[config.mk]
export PLATFORM = sky130hd
export DESIGN_NAME = wsx_ram
export DESIGN_NICKNAME = d
export VERILOG_FILES = /design/src/sv/wasm_i32_stack_executor_unit_defines.svh /design/src/sv/wsx_ram.sv
export SDC_FILE = /design/constraint.sdc
export NUM_CORES = 2
export LEC_CHECK = 0
export ABC_CLOCK_PERIOD_IN_PS = 5330
export BUFFER_PORTS_ARGS = -buffer_cell sky130_fd_sc_hd__buf_2
export CAP_MARGIN = 10
export CORE_MARGIN = 3
export CORE_UTILIZATION = 45
export CTS_CLUSTER_DIAMETER = 120
export DETAILED_ROUTE_END_ITERATION = 8
export PLACE_DENSITY_LB_ADDON = 0.1
export SLEW_MARGIN = 20
export SYNTH_ARGS = -nofsm -noshare
export SYNTH_HDL_FRONTEND = slang
export SYNTH_SLANG_ARGS = --single-unit
[constraint.sdc]
create_clock -name aclk -period 5.33 [get_ports aclk]
set_clock_uncertainty 0.1 [all_clocks]
set_input_delay 0.533 -clock aclk [delete_from_list [all_inputs] [get_ports aclk]]
set_output_delay 0.533 -clock aclk [all_outputs]
set_load 0.03 [all_outputs]
[src/sv/wasm_i32_stack_executor_unit_defines.svh]
// Assertion helpers shared by the executor RTL.
`ifndef WASM_I32_STACK_EXECUTOR_UNIT_DEFINES_SVH
`define WASM_I32_STACK_EXECUTOR_UNIT_DEFINES_SVH

// Same-cycle implication, checked out of reset.
`define WSX_ASSERT_IMP(label, ante, cons, msg) \
    label: assert property (@(posedge aclk) disable iff (!aresetn) (ante) |-> (cons)) \
        else $error(msg);

// Next-cycle implication, checked out of reset.
`define WSX_ASSERT_NXT(label, ante, cons, msg) \
    label: assert property (@(posedge aclk) disable iff (!aresetn) (ante) |=> (cons)) \
        else $error(msg);

`endif

[src/sv/wsx_ram.sv]
module wsx_ram #(
    parameter int WIDTH = 8,
    parameter int DEPTH = 256
) (
    input  logic                     aclk,
    input  logic                     we,
    input  logic [$clog2(DEPTH)-1:0] waddr,
    input  logic [WIDTH-1:0]         wdata,
    input  logic [$clog2(DEPTH)-1:0] raddr,
    output logic [WIDTH-1:0]         rdata
);
    logic [WIDTH-1:0] mem [DEPTH];

    always_ff @(posedge aclk) begin
        if (we) begin
            mem[waddr] <= wdata;
        end
        rdata <= mem[raddr];
    end
endmodule

# Word level (Yosys, flattened, before mapping)
# Memory sizes are Yosys's and may differ from the RTL's. A register that Yosys moved wholly into a read port is not among the register bits.
# Cells that the tools add are included.
op_classes:
  reduce_logical: 0
  div_mod_pow: 0
  multipliers: 0
  shifts: 0
  eq_ne: 0
  magnitude_cmp: 0
  addsub: 0
  muxes: 2
  bitwise: 0
ops:
  columns: ["operator", "n"]
  rows:
  - ["$mux 1", 2]
word_totals:
  regBits: 0
  rom_bits: 0
  elab_cells: 3
  latch_bits: 0
  in_bits: 26
  ram_bits: 2048
  memories: 1
memory_table:
  columns: ["name", "depth", "width", "read_ports", "rd_ports_with_merged_regs", "write_ports", "line", "rtl"]
  rows:
  - ["mem", 256, 8, 1, 1, 1, "wsx_ram.sv:12", "logic [WIDTH-1:0] mem [DEPTH];"]

# Longest topological paths before layout
depth:
  depth_word: 2
  ltp_mapped: 11
  mapped_depth_nobuf: 6

# Worst setup path before layout
# OpenSTA, ideal clock, no wires.
synth_timing:
  path_type: "input to register"
  start: "input port raddr[0]"
  end: "register rdata[2], read port of mem"
  arrival_time_ns: 2.340
  setup_ns: 0.131
  path_stages: 9
  setup_slack_ns: 2.759
  path_cell_list: "buf_6 buf_12 buf_8 buf_2 mux4_2 a22oi_1 a21oi_1 nor4_1 nor4_2"
synth_lines:
  columns: ["element", "line", "rtl"]
  rows:
  - ["start, declared", "wsx_ram.sv:9", "input logic [$clog2(DEPTH)-1:0] raddr,"]
  - ["end, declared", "wsx_ram.sv:10", "output logic [WIDTH-1:0] rdata"]

==> impl_metrics.yaml <==
place:
  dpl.cell_count: 6022
  dp_hpwl_um: 130000
  port_buffers: 33
  place_congestion: 0.844
  postPlaceCellArea_mm2: 0.0829
yosys:
  syn-num-nets: 3759
  netlist_area_mm2: 0.0796
  synth_ff_type: "edfxtp_1"
  netlist_instances: 3733
  syn_avg_cell_area_um2: 21.3
  synthArstFlopShare_pct: 0
  synth_cell_type_count: 55
  yosysSeqAreaShare_pct: 77.5
  synth-seq-cells: 2056
  synth_edf_count: 2048
  yosysWarningCount: 0
floorplanning:
  io_pins: 34
  core-area_mm2: 0.175
  initial_core_util_pct: 45.5
  dieHeight_um: 426
  die_area_mm2: 0.182
  die_x_um: 426
  row_count: 153
sta:
  setup_viol: 0
  max_slew_margin_pct: 18.4
  finalCriticalPeriod_ns: 3.65
  fin_setup_tns_ns: 0
  finalCritPeriodShare_pct: 68.5
  clock.fmax_mhz: 274
  hold_slack_ns: 0.0350
  slew_viol_final: 0
  finalHoldViolCount: 0
  rsz0062_at_grt: "no"
  worst_slew_pin_slew_ns: 1.21
critical_path:
  crit_chain: "buf_2, buf_4, buf_4, nand2b_1, a211oi_1, a311oi_1, o221ai_1, a211oi_1, nor4_1"
  worstPathRequired_ns: 5.93
  cpMaxStageDelayCell: "buf_2"
  path_class: "input port to register"
  critPathLaunchType: "input port"
  cp.arrival_ns: 4.26
  cp_max_fo: 25
  endpoint_kind: "register"
  cpPeakStageDelay_ns: 0.72
finish:
  syn_to_final_growth_pct: 12.5
  drive_gt1_share_pct: 23.5
  fin_area_mm2: 0.0895
  nets: 3934
  instances_no_fill: 6411
cts:
  cts_setup_buffers: 0
  clk_path_buf_depth: 3
  clkSinkCount: 2056
  hold_buffers: 0
  root_buffer: "clkbuf_16"
  cts_buffers: 209
  clk_latency_ns: 0.85
  h-tree-depth: 4
  cts_tree: "built"
  cts.clk_slew.worst_paths_ns: 0.06
  post_cts_resized: 0
global_routing:
  antenna_found_initial: 16
  grt_overflow: 0
  grt_pass1_vias: 39108
  grt_pass1_wl_um: 299000
  grt.total_usage_pct: 23.3
  grt_max_degree: 161
route:
  vias: 38671
  first_iter_violations: 4543
  ant_nets: 0
  wl_per_cell_um: 32.7
  drt-total-wl_um: 210000
  vias_per_cell: 6.03
  drc_errors: 0
  first_pass_iters: 7
power:
  ir_drop_mv: 0.347
  p_leak_uw: 0.0276
  powerDensity_mw_per_mm2: 377
  p_total_uw: 33700
min_path:
  min_path_type: "input port to register"
job:
  cap_viol_max_count: 0
outcome:
  status: "finished clean"
## cells by family after synthesis
kind of cell	share of synthesized area (%)
compound gates	3.42
buf+inv	1.83
flops	77.5
mux	14.6
simple gates	2.63
## state kept, by name, summed over array words and instances, names as in the netlist
register / cells
mem: 2048
rdata: 8
## metrics by stage
step	worst slack (ns)	util (%)
floorplan	2.76	-
global placement	0.890	47.4
detailed placement	0.950	47.4
CTS	1.88	51.2
global route	1.69	51.2
finish	1.68	51.2
## cell type report
| class | instances | area, µm² |
|---|---|---|
| antenna | 9 | 22.5 |
| clock buffer | 269 | 5480 |
| clock inverter | 111 | 1130 |
| fill | 13782 | 85200 |
| inverter | 2 | 7.51 |
| multi-input combinational | 1442 | 16600 |
| sequential | 2056 | 61700 |
| tap | 2325 | 2910 |
| timing repair buffer | 197 | 1780 |
## worst paths after layout
kind                           endpoint  cells after the start  slack [ns]                   from
hold / removal    mem[243][0]$_DFFE_PP_                      1        0.03               wdata[0]
setup reg to reg       rdata[0]$_DFF_P_                      5        2.35   mem[84][0]$_DFFE_PP_
hold reg to reg        rdata[4]$_DFF_P_                      5        1.02  mem[194][4]$_DFFE_PP_
setup / recovery       rdata[3]$_DFF_P_                      9        1.68               raddr[4]
## critical path: cells and delay by family
kind | cells | cell delay, ns
simple gates | 2 | 0.63
compound gates | 4 | 1.73
buf+inv | 3 | 1.30
## synthesized netlist by cell type (all sizes together), types with 2 or more instances
library cell / n / area [µm²]
edfxtp: 2048 / 61500
mux4: 456 / 10300
nor2: 282 / 1060
mux2i: 134 / 1340
a22oi: 133 / 998
buf: 122 / 1030
clkbuf: 111 / 417
a21oi: 96 / 480
o221ai: 47 / 418
nand3: 34 / 170
nand2: 33 / 124
nor2b: 31 / 194
o22ai: 28 / 175
nor4: 27 / 188
nor3: 22 / 110
a211oi: 16 / 120
a221oi: 14 / 129
o21ai: 12 / 60.1
nand4: 10 / 62.6
o211ai: 10 / 75.1
a22o: 8 / 70.1
dfxtp: 8 / 160
nand2b: 8 / 50.1
and2: 6 / 37.5
a2111oi: 5 / 52.6
o22a: 5 / 43.8
o32ai: 5 / 51.3
or2: 4 / 25.0
a311oi: 2 / 17.5
a31oi: 2 / 12.5
and3b: 2 / 17.5
nand3b: 2 / 15.0
## placed cells by master, fill, tap and decap left out, types with 9 or more instances in the layout
cell type,count
buf_12,22
nand4_1,10
buf_2,21
nor2b_1,28
o211ai_1,10
a221oi_1,13
clkbuf_1,58
a21oi_1,95
o21ai_0,10
nand3_2,9
nor3_1,22
nor4_1,22
mux4_2,454
o221ai_1,46
bufinv_16,15
mux2i_1,134
clkinv_2,32
clkbuf_16,209
a211oi_1,16
diode_2,9
nor2_1,277
o22ai_1,28
nand3_1,25
edfxtp_1,2048
buf_8,10
a22oi_1,133
buf_4,144
clkinv_1,47
nand2_1,33
## routing by layer
layer	track usage, %	part of all wire, %
met3	5.03	7.5
met5	0	0.030
met1	34.5	44
met2	35.2	46
met4	6.44	2.6
## power by group
group	switching [µW]	internal (µW)	total, µW	leakage [µW]
Sequential	28.2	17800	17900	0.0185
Combinational	1130	559	1690	0.00588
Clock	6200	8000	14200	0.00321
No activity file was read; power rests on OpenSTA's default activity.
