[src/sv/wasm_i32_stack_executor_unit_defines.svh]
// Assertion helpers shared by the executor RTL.
`ifndef WASM_I32_STACK_EXECUTOR_UNIT_DEFINES_SVH
`define WASM_I32_STACK_EXECUTOR_UNIT_DEFINES_SVH

// Same-cycle implication, checked out of reset.
`define WSX_ASSERT_IMP(label, ante, cons, msg) \
    label: assert property (@(posedge aclk) disable iff (!aresetn) (ante) |-> (cons)) \
        else $error(msg);

// Next-cycle implication, checked out of reset.
`define WSX_ASSERT_NXT(label, ante, cons, msg) \
    label: assert property (@(posedge aclk) disable iff (!aresetn) (ante) |=> (cons)) \
        else $error(msg);

`endif

[src/sv/wsx_pkg.sv]
package wsx_pkg;

    localparam int STACK_DEPTH_DEF      = 1024;
    localparam int MAX_FRAMES_DEF       = 32;
    localparam int LOCALS_PER_FRAME_DEF = 64;
    localparam int MEM_BYTES_DEF        = 65536;

    localparam logic [4:0] ACT_UNREACHABLE = 5'd0;
    localparam logic [4:0] ACT_END         = 5'd1;
    localparam logic [4:0] ACT_DROP        = 5'd2;
    localparam logic [4:0] ACT_CALL        = 5'd3;
    localparam logic [4:0] ACT_LGET        = 5'd4;
    localparam logic [4:0] ACT_LSET        = 5'd5;
    localparam logic [4:0] ACT_CONST       = 5'd6;
    localparam logic [4:0] ACT_LD32        = 5'd7;
    localparam logic [4:0] ACT_LD8         = 5'd8;
    localparam logic [4:0] ACT_ST32        = 5'd9;
    localparam logic [4:0] ACT_ST8         = 5'd10;
    localparam logic [4:0] ACT_EQZ         = 5'd11;
    localparam logic [4:0] ACT_NE          = 5'd12;
    localparam logic [4:0] ACT_LTS         = 5'd13;
    localparam logic [4:0] ACT_GTS         = 5'd14;
    localparam logic [4:0] ACT_EQ          = 5'd15;
    localparam logic [4:0] ACT_ADD         = 5'd16;
    localparam logic [4:0] ACT_SUB         = 5'd17;
    localparam logic [4:0] ACT_MUL         = 5'd18;
    localparam logic [4:0] ACT_IF          = 5'd19;
    localparam logic [4:0] ACT_BR          = 5'd20;
    localparam logic [4:0] ACT_BR_IF       = 5'd21;

    localparam logic [2:0] ST_OK          = 3'd0;
    localparam logic [2:0] ST_FINISHED    = 3'd1;
    localparam logic [2:0] ST_UNREACHABLE = 3'd2;
    localparam logic [2:0] ST_MEMFAULT    = 3'd3;
    localparam logic [2:0] ST_TOODEEP     = 3'd4;
    localparam logic [2:0] ST_UNDERFLOW   = 3'd5;
    localparam logic [2:0] ST_OVERFLOW    = 3'd6;
    localparam logic [2:0] ST_HALTED      = 3'd7;

    typedef enum logic [2:0] {
        ALU_ADD,
        ALU_SUB,
        ALU_MUL,
        ALU_EQ,
        ALU_NE,
        ALU_LTS,
        ALU_GTS,
        ALU_EQZ
    } alu_op_t;

endpackage

[src/sv/wsx_alu.sv]
module wsx_alu (
    input  wsx_pkg::alu_op_t op,
    input  logic [31:0]      a,
    input  logic [31:0]      b,
    output logic [31:0]      res,
    output logic             carry
);
    import wsx_pkg::*;

    logic [32:0] sum;

    assign sum = {1'b0, a} + {1'b0, b};

    always_comb begin
        carry = 1'b0;
        case (op)
            ALU_ADD: begin
                res   = sum[31:0];
                carry = sum[32];
            end
            ALU_SUB: res = a - b;
            ALU_MUL: res = a * b;
            ALU_EQ:  res = {31'b0, a == b};
            ALU_NE:  res = {31'b0, a != b};
            ALU_LTS: res = {31'b0, $signed(a) < $signed(b)};
            ALU_GTS: res = {31'b0, $signed(b) < $signed(a)};
            ALU_EQZ: res = {31'b0, b == 32'd0};
            default: res = 32'd0;
        endcase
    end
endmodule

[config.mk]
export PLATFORM = sky130hd
export DESIGN_NAME = wsx_alu
export DESIGN_NICKNAME = d
export VERILOG_FILES = /design/src/sv/wasm_i32_stack_executor_unit_defines.svh /design/src/sv/wsx_pkg.sv /design/src/sv/wsx_alu.sv
export SDC_FILE = /design/constraint.sdc
export NUM_CORES = 1
export LEC_CHECK = 0
export ABC_AREA = 0
export ABC_CLOCK_PERIOD_IN_PS = 16500
export BUFFER_PORTS_ARGS = -buffer_cell sky130_fd_sc_hd__buf_4
export CAP_MARGIN = 20
export CORE_AREA = 5 5 198 200
export DETAILED_ROUTE_END_ITERATION = 8
export DIE_AREA = 0 0 203 205
export GPL_ROUTABILITY_DRIVEN = 1
export PLACE_DENSITY = 0.7
export SYNTH_ARGS = -nofsm -noshare
export SYNTH_HDL_FRONTEND = slang
export SYNTH_SLANG_ARGS = --single-unit
[constraint.sdc]
create_clock -name vclk -period 16.5
set_input_delay 1.65 -clock vclk [all_inputs]
set_output_delay 1.65 -clock vclk [all_outputs]
set_load 0.01 [all_outputs]
# --- Word level (Yosys, flattened, before mapping) ---
# Cells that the tools add are included.
totals:
  output_inout_bits: 33
  elab_cells: 18
  in_bits: 67
  regBits: 0
classes:
  magnitude_cmp: 2
  multipliers: 1
  eq_ne: 9
  muxes: 2
  n_addsub: 2
  n_reduce_logical: 2
op_table:
  columns: ["operator", "n"]
  rows:
  - ["32-bit case mux with 8 select lines", 1]
  - ["32-bit less-than comparator", 2]
  - ["32-bit by 32-bit adder with 33-bit output", 1]
  - ["32-bit equality test", 1]
  - ["32-bit zero test", 1]
  - ["32-bit by 32-bit multiplier with 32-bit output", 1]
  - ["32-bit inequality test", 1]
  - ["32-bit subtractor", 1]
  - ["3-bit equality test (second input constant)", 4]
  - ["3-bit by 2-bit equality test with 1-bit output (second input constant)", 2]
  - ["3-bit by 1-bit equality test with 1-bit output (second input constant)", 1]
  - ["3-bit zero test", 1]
  - ["1-bit 2-to-1 mux", 1]

# --- Longest topological paths before layout ---
logic_depth:
  ltp_word: 2
  depth_mapped: 29
  ltp_nobuf: 27

# --- Least setup slack after synthesis ---
# OpenSTA, ideal clock, no wires.
synth_timing:
  kind: "input -> output"
  from: "input b[2]"
  to: "output res[31]"
  n_path_buf: 2
  path_slack_ps: 6363
  stages: 27
  t_arrival_ps: 8487
  required_time_ps: 14850
  cell_sequence: "clkbuf_1 inv_1 clkbuf_1 nor2_1 fa_1 inv_1 fa_1 fa_1 fa_1 inv_1 fa_1 inv_1 fa_1 inv_1 fa_1 fa_1 ha_1 a21oi_1 o211ai_1 o211ai_1 a21oi_1 a211oi_2 o21ai_1 a2111oi_0 nor3_1 xnor2_1 a211o_1"
synth_via:
  elab_chain_cells: 2
  word_cells_on_any_way: 4
  cone_classes: "2 x add/sub; 1 x mul; 1 x mux"
synth_rtl:
  columns: ["item", "line", "source"]
  rows:
  - ["start, declared", "wsx_alu.sv:4", "input logic [31:0] b,"]
  - ["32-bit by 32-bit multiplier with 32-bit output, or another cell as far along", "wsx_alu.sv:22", "ALU_MUL: res = a * b;"]
  - ["32-bit case mux with 8 select lines (*)", "wsx_alu.sv:16", "case (op)"]
  - ["end, declared", "wsx_alu.sv:5", "output logic [31:0] res,"]
# Every way passes the cells marked *; elsewhere a longest branch is shown, timed or not.

# --- Worst setup path after layout ---
layout_timing:
  from: "input a[4]"
  to: "output res[31]"
layout_via:
  elab_chain_cells: 2
  word_cells_on_any_way: 4
  cone_classes: "2 x add/sub; 1 x mul; 1 x mux"
layout_rtl:
  columns: ["item", "line", "source"]
  rows:
  - ["start, declared", "wsx_alu.sv:3", "input logic [31:0] a,"]
  - ["32-bit by 32-bit multiplier with 32-bit output, or another cell as far along", "wsx_alu.sv:22", null]
  - ["32-bit case mux with 8 select lines (*)", "wsx_alu.sv:16", null]
# Marks and branches as above.

==> impl_metrics.csv <==
group,metric,value,unit
status,status,"finished clean",
drt,viasPerCell,6.01,
layout,layout-drive-gt1-share,0.0580,
floorplanning,dieArea,41600,um^2
grt,grt_max_degree,57,
drt,route.final.wire_length,70.5,mm
timing,relSlewSlack,0.265,
layout,stdcell_area,20400,um^2
grt,grt_pass1_vias,18300,
floorplanning,fp.dieH,205,um
drt,post_drt_wl_per_cell,24.6,um
logic_synthesis,avgSynthCellArea,8.10,um^2
layout,n_antenna_cell,0,
setup_path,end_kind,"output pin",
logic_synthesis,yosysWarnings,0,
layout,layout.nets,3096,
placement,hpwl,56.8,mm
setup_path,critical_path_arrival,10030,ps
setup_path,cpPeakStageDelay,650,ps
worst_hold_path,whs_path_depth,3,
logic_synthesis,synth_fp_nets,3090,
layout,seq_cells,0,
job,max-cap-violations,0,
grt,grt_first_pass_wirelength,108,mm
layout,final_util,0.547,
layout,area_growth,5.07,%
floorplanning,core_area,37200,um^2
timing,rsz0062_at_grt,"false",
setup_path,slowest_stage,"a211oi_2",
logic_synthesis,synthCells,2394,
timing,hold_violations,0,
timing,worstMarginPinSlew,1100,ps
timing,fin_crit,11680,ps
drt,detail-route-antenna-nets,0,
drt,route.detailed.drc,0,
grt,grtUsageTotal,0.343,
timing,fmax,85.6,MHz
grt,grt.overflow.total,0,
setup_path,cp.required,14850,ps
placement,port_buffers,100,
setup_path,cp_max_fo,12,
clock_network,postCtsSetupBuffers,0,
layout,nClkBuffers,0,
floorplanning,die_w,203,um
setup_path,cp-start-kind,"input pin",
layout,seqCellArea,0,um^2
drt,drt-pass1-iter-count,8,
drt,drt_iter0_markers,1850,
setup_path,critical_path_class,"in2out",
logic_synthesis,yosysSeqAreaShare,0,
timing,period_share,0.708,
floorplanning,start_util,0.521,
logic_synthesis,syn-cell-area,19400,um^2
timing,setup_viol,0,
timing,setup-tns-final,0,ps
timing,drv_slew,0,
floorplanning,row_count,71,
clock_network,ctsHoldBuffers,0,
setup_path,cp_cell_sequence,"buf_4 -> clkinv_1 -> buf_4 -> nor2_1 -> fa_1 -> fa_1 -> fa_1 -> inv_1 -> fa_1 -> inv_1 -> fa_1 -> ha_1 -> fa_1 -> fa_1 -> ha_1 -> a2111oi_0 -> o211ai_1 -> a211oi_2 -> o21ai_1 -> a2111oi_0 -> nor3_1 -> xnor2_1 -> a211o_1 -> buf_4",
drt,vias,17300,
grt,antenna_found_initial,1,
logic_synthesis,netlist.area_leader.share,0.423,
placement,placed_area,20400,um^2
placement,globalplace.congestion,1.04,
logic_synthesis,yosysUniqueCellTypes,74,
timing,holdWs,3720,ps
setup_path,worst_path_most_repeated_cell,"fa_1",
logic_synthesis,yosys-top-cells-area,"fa_1 (42%), ha_1 (14%), inv_1 (9.0%)",
floorplanning,io_pins,100,
clock_network,ctsResizeCount,0,
worst_hold_path,hold_class,"in2out",
logic_synthesis,synth.largest_area_cell,"fa_1",
## stage by stage
stage | setup slack [ps] | instances
after floorplan | 6360 | 2394
after global placement | 5210 | 2872
after detailed placement | 5030 | 2872
after CTS | 5020 | 2872
after global routing | 4620 | 2872
final | 4820 | 2872
## critical path: cells and delay by family
kind	cells	cell delay, ps
AOI/OAI and AO/OA	6	2520
xor gates and xnor gates	1	210
and+or+nand+nor	2	290
adders and majority gates	9	3880
buffers and inverters	6	1470
## metal layers
| metal | vias to the layer above | part of all wire | GRT usage |
|---|---|---|---|
| met5 | - | 0.000099 | 0 |
| met4 | 2 | 0.059 | 0.144 |
| met3 | 242 | 0.11 | 0.0776 |
| met2 | 1068 | 0.44 | 0.545 |
| met1 | 8574 | 0.39 | 0.455 |
| li1 | 7368 | - | - |
## path summary, 6_finish.rpt
path / to / start / slack (ps)
setup / recovery: res[31] / a[4] / 4820
hold / removal: res[3] / op[2] / 3720
## synth_stat cells (6+ instances only)
library cell    n
nand2_1       255
a31oi_1         8
xnor2_1        88
o21ai_0        56
o31ai_1         7
nand2b_1       14
nor3_1         20
nand3_1        13
a211oi_1        9
clkbuf_1       80
inv_1         464
inv_2           8
buf_2           6
nor2_1        374
o21bai_1       12
ha_1          219
clkinv_1       13
o22ai_1        21
fa_1          410
a21o_1         23
xor2_1         24
nand4_1        11
o211ai_1       12
a22oi_1         6
or3_1           8
nor4_1          9
o21ai_1        14
o21a_1         11
a21oi_1        90
buf_1          16
nor2b_1         8
## cells by family after synthesis
logic type	Yosys count	share of synthesized area
adders and majority gates	629	0.565
xor gates and xnor gates	112	0.0506
buffers and inverters	591	0.116
muxes	2	0.00103
AOI/OAI and AO/OA	325	0.112
and+or+nand+nor	735	0.155
## layout make-up
cell class                 instances  area [um^2]
inverter                         485         1820
fill                            3461        16900
multi-input combinational       1803        17100
tap                              474          593
timing repair buffer             110          826
## cells in the final DEF (no fill, tap or decap), drive strengths merged, types with 8 or more instances in the layout
master / Yosys / routed
o21a: 11 / 11
ha: 219 / 219
clkinv: 13 / 13
fa: 410 / 410
a21oi: 91 / 91
a31oi: 9 / 9
nor3: 20 / 20
xor2: 24 / 24
buf: 26 / 110
o21ai: 70 / 70
a21o: 23 / 23
a211oi: 11 / 11
o21bai: 12 / 12
nand3: 13 / 13
nand4: 11 / 11
o22ai: 21 / 21
inv: 472 / 472
nand2b: 14 / 14
o211ai: 13 / 13
nor2: 375 / 375
nor4: 9 / 9
nor2b: 8 / 8
xnor2: 88 / 88
or3: 8 / 8
nand2: 255 / 255
Power is left out: the tool's default activity adds up to more than one toggle a clock period on the data nets, which glitch-free logic cannot reach.
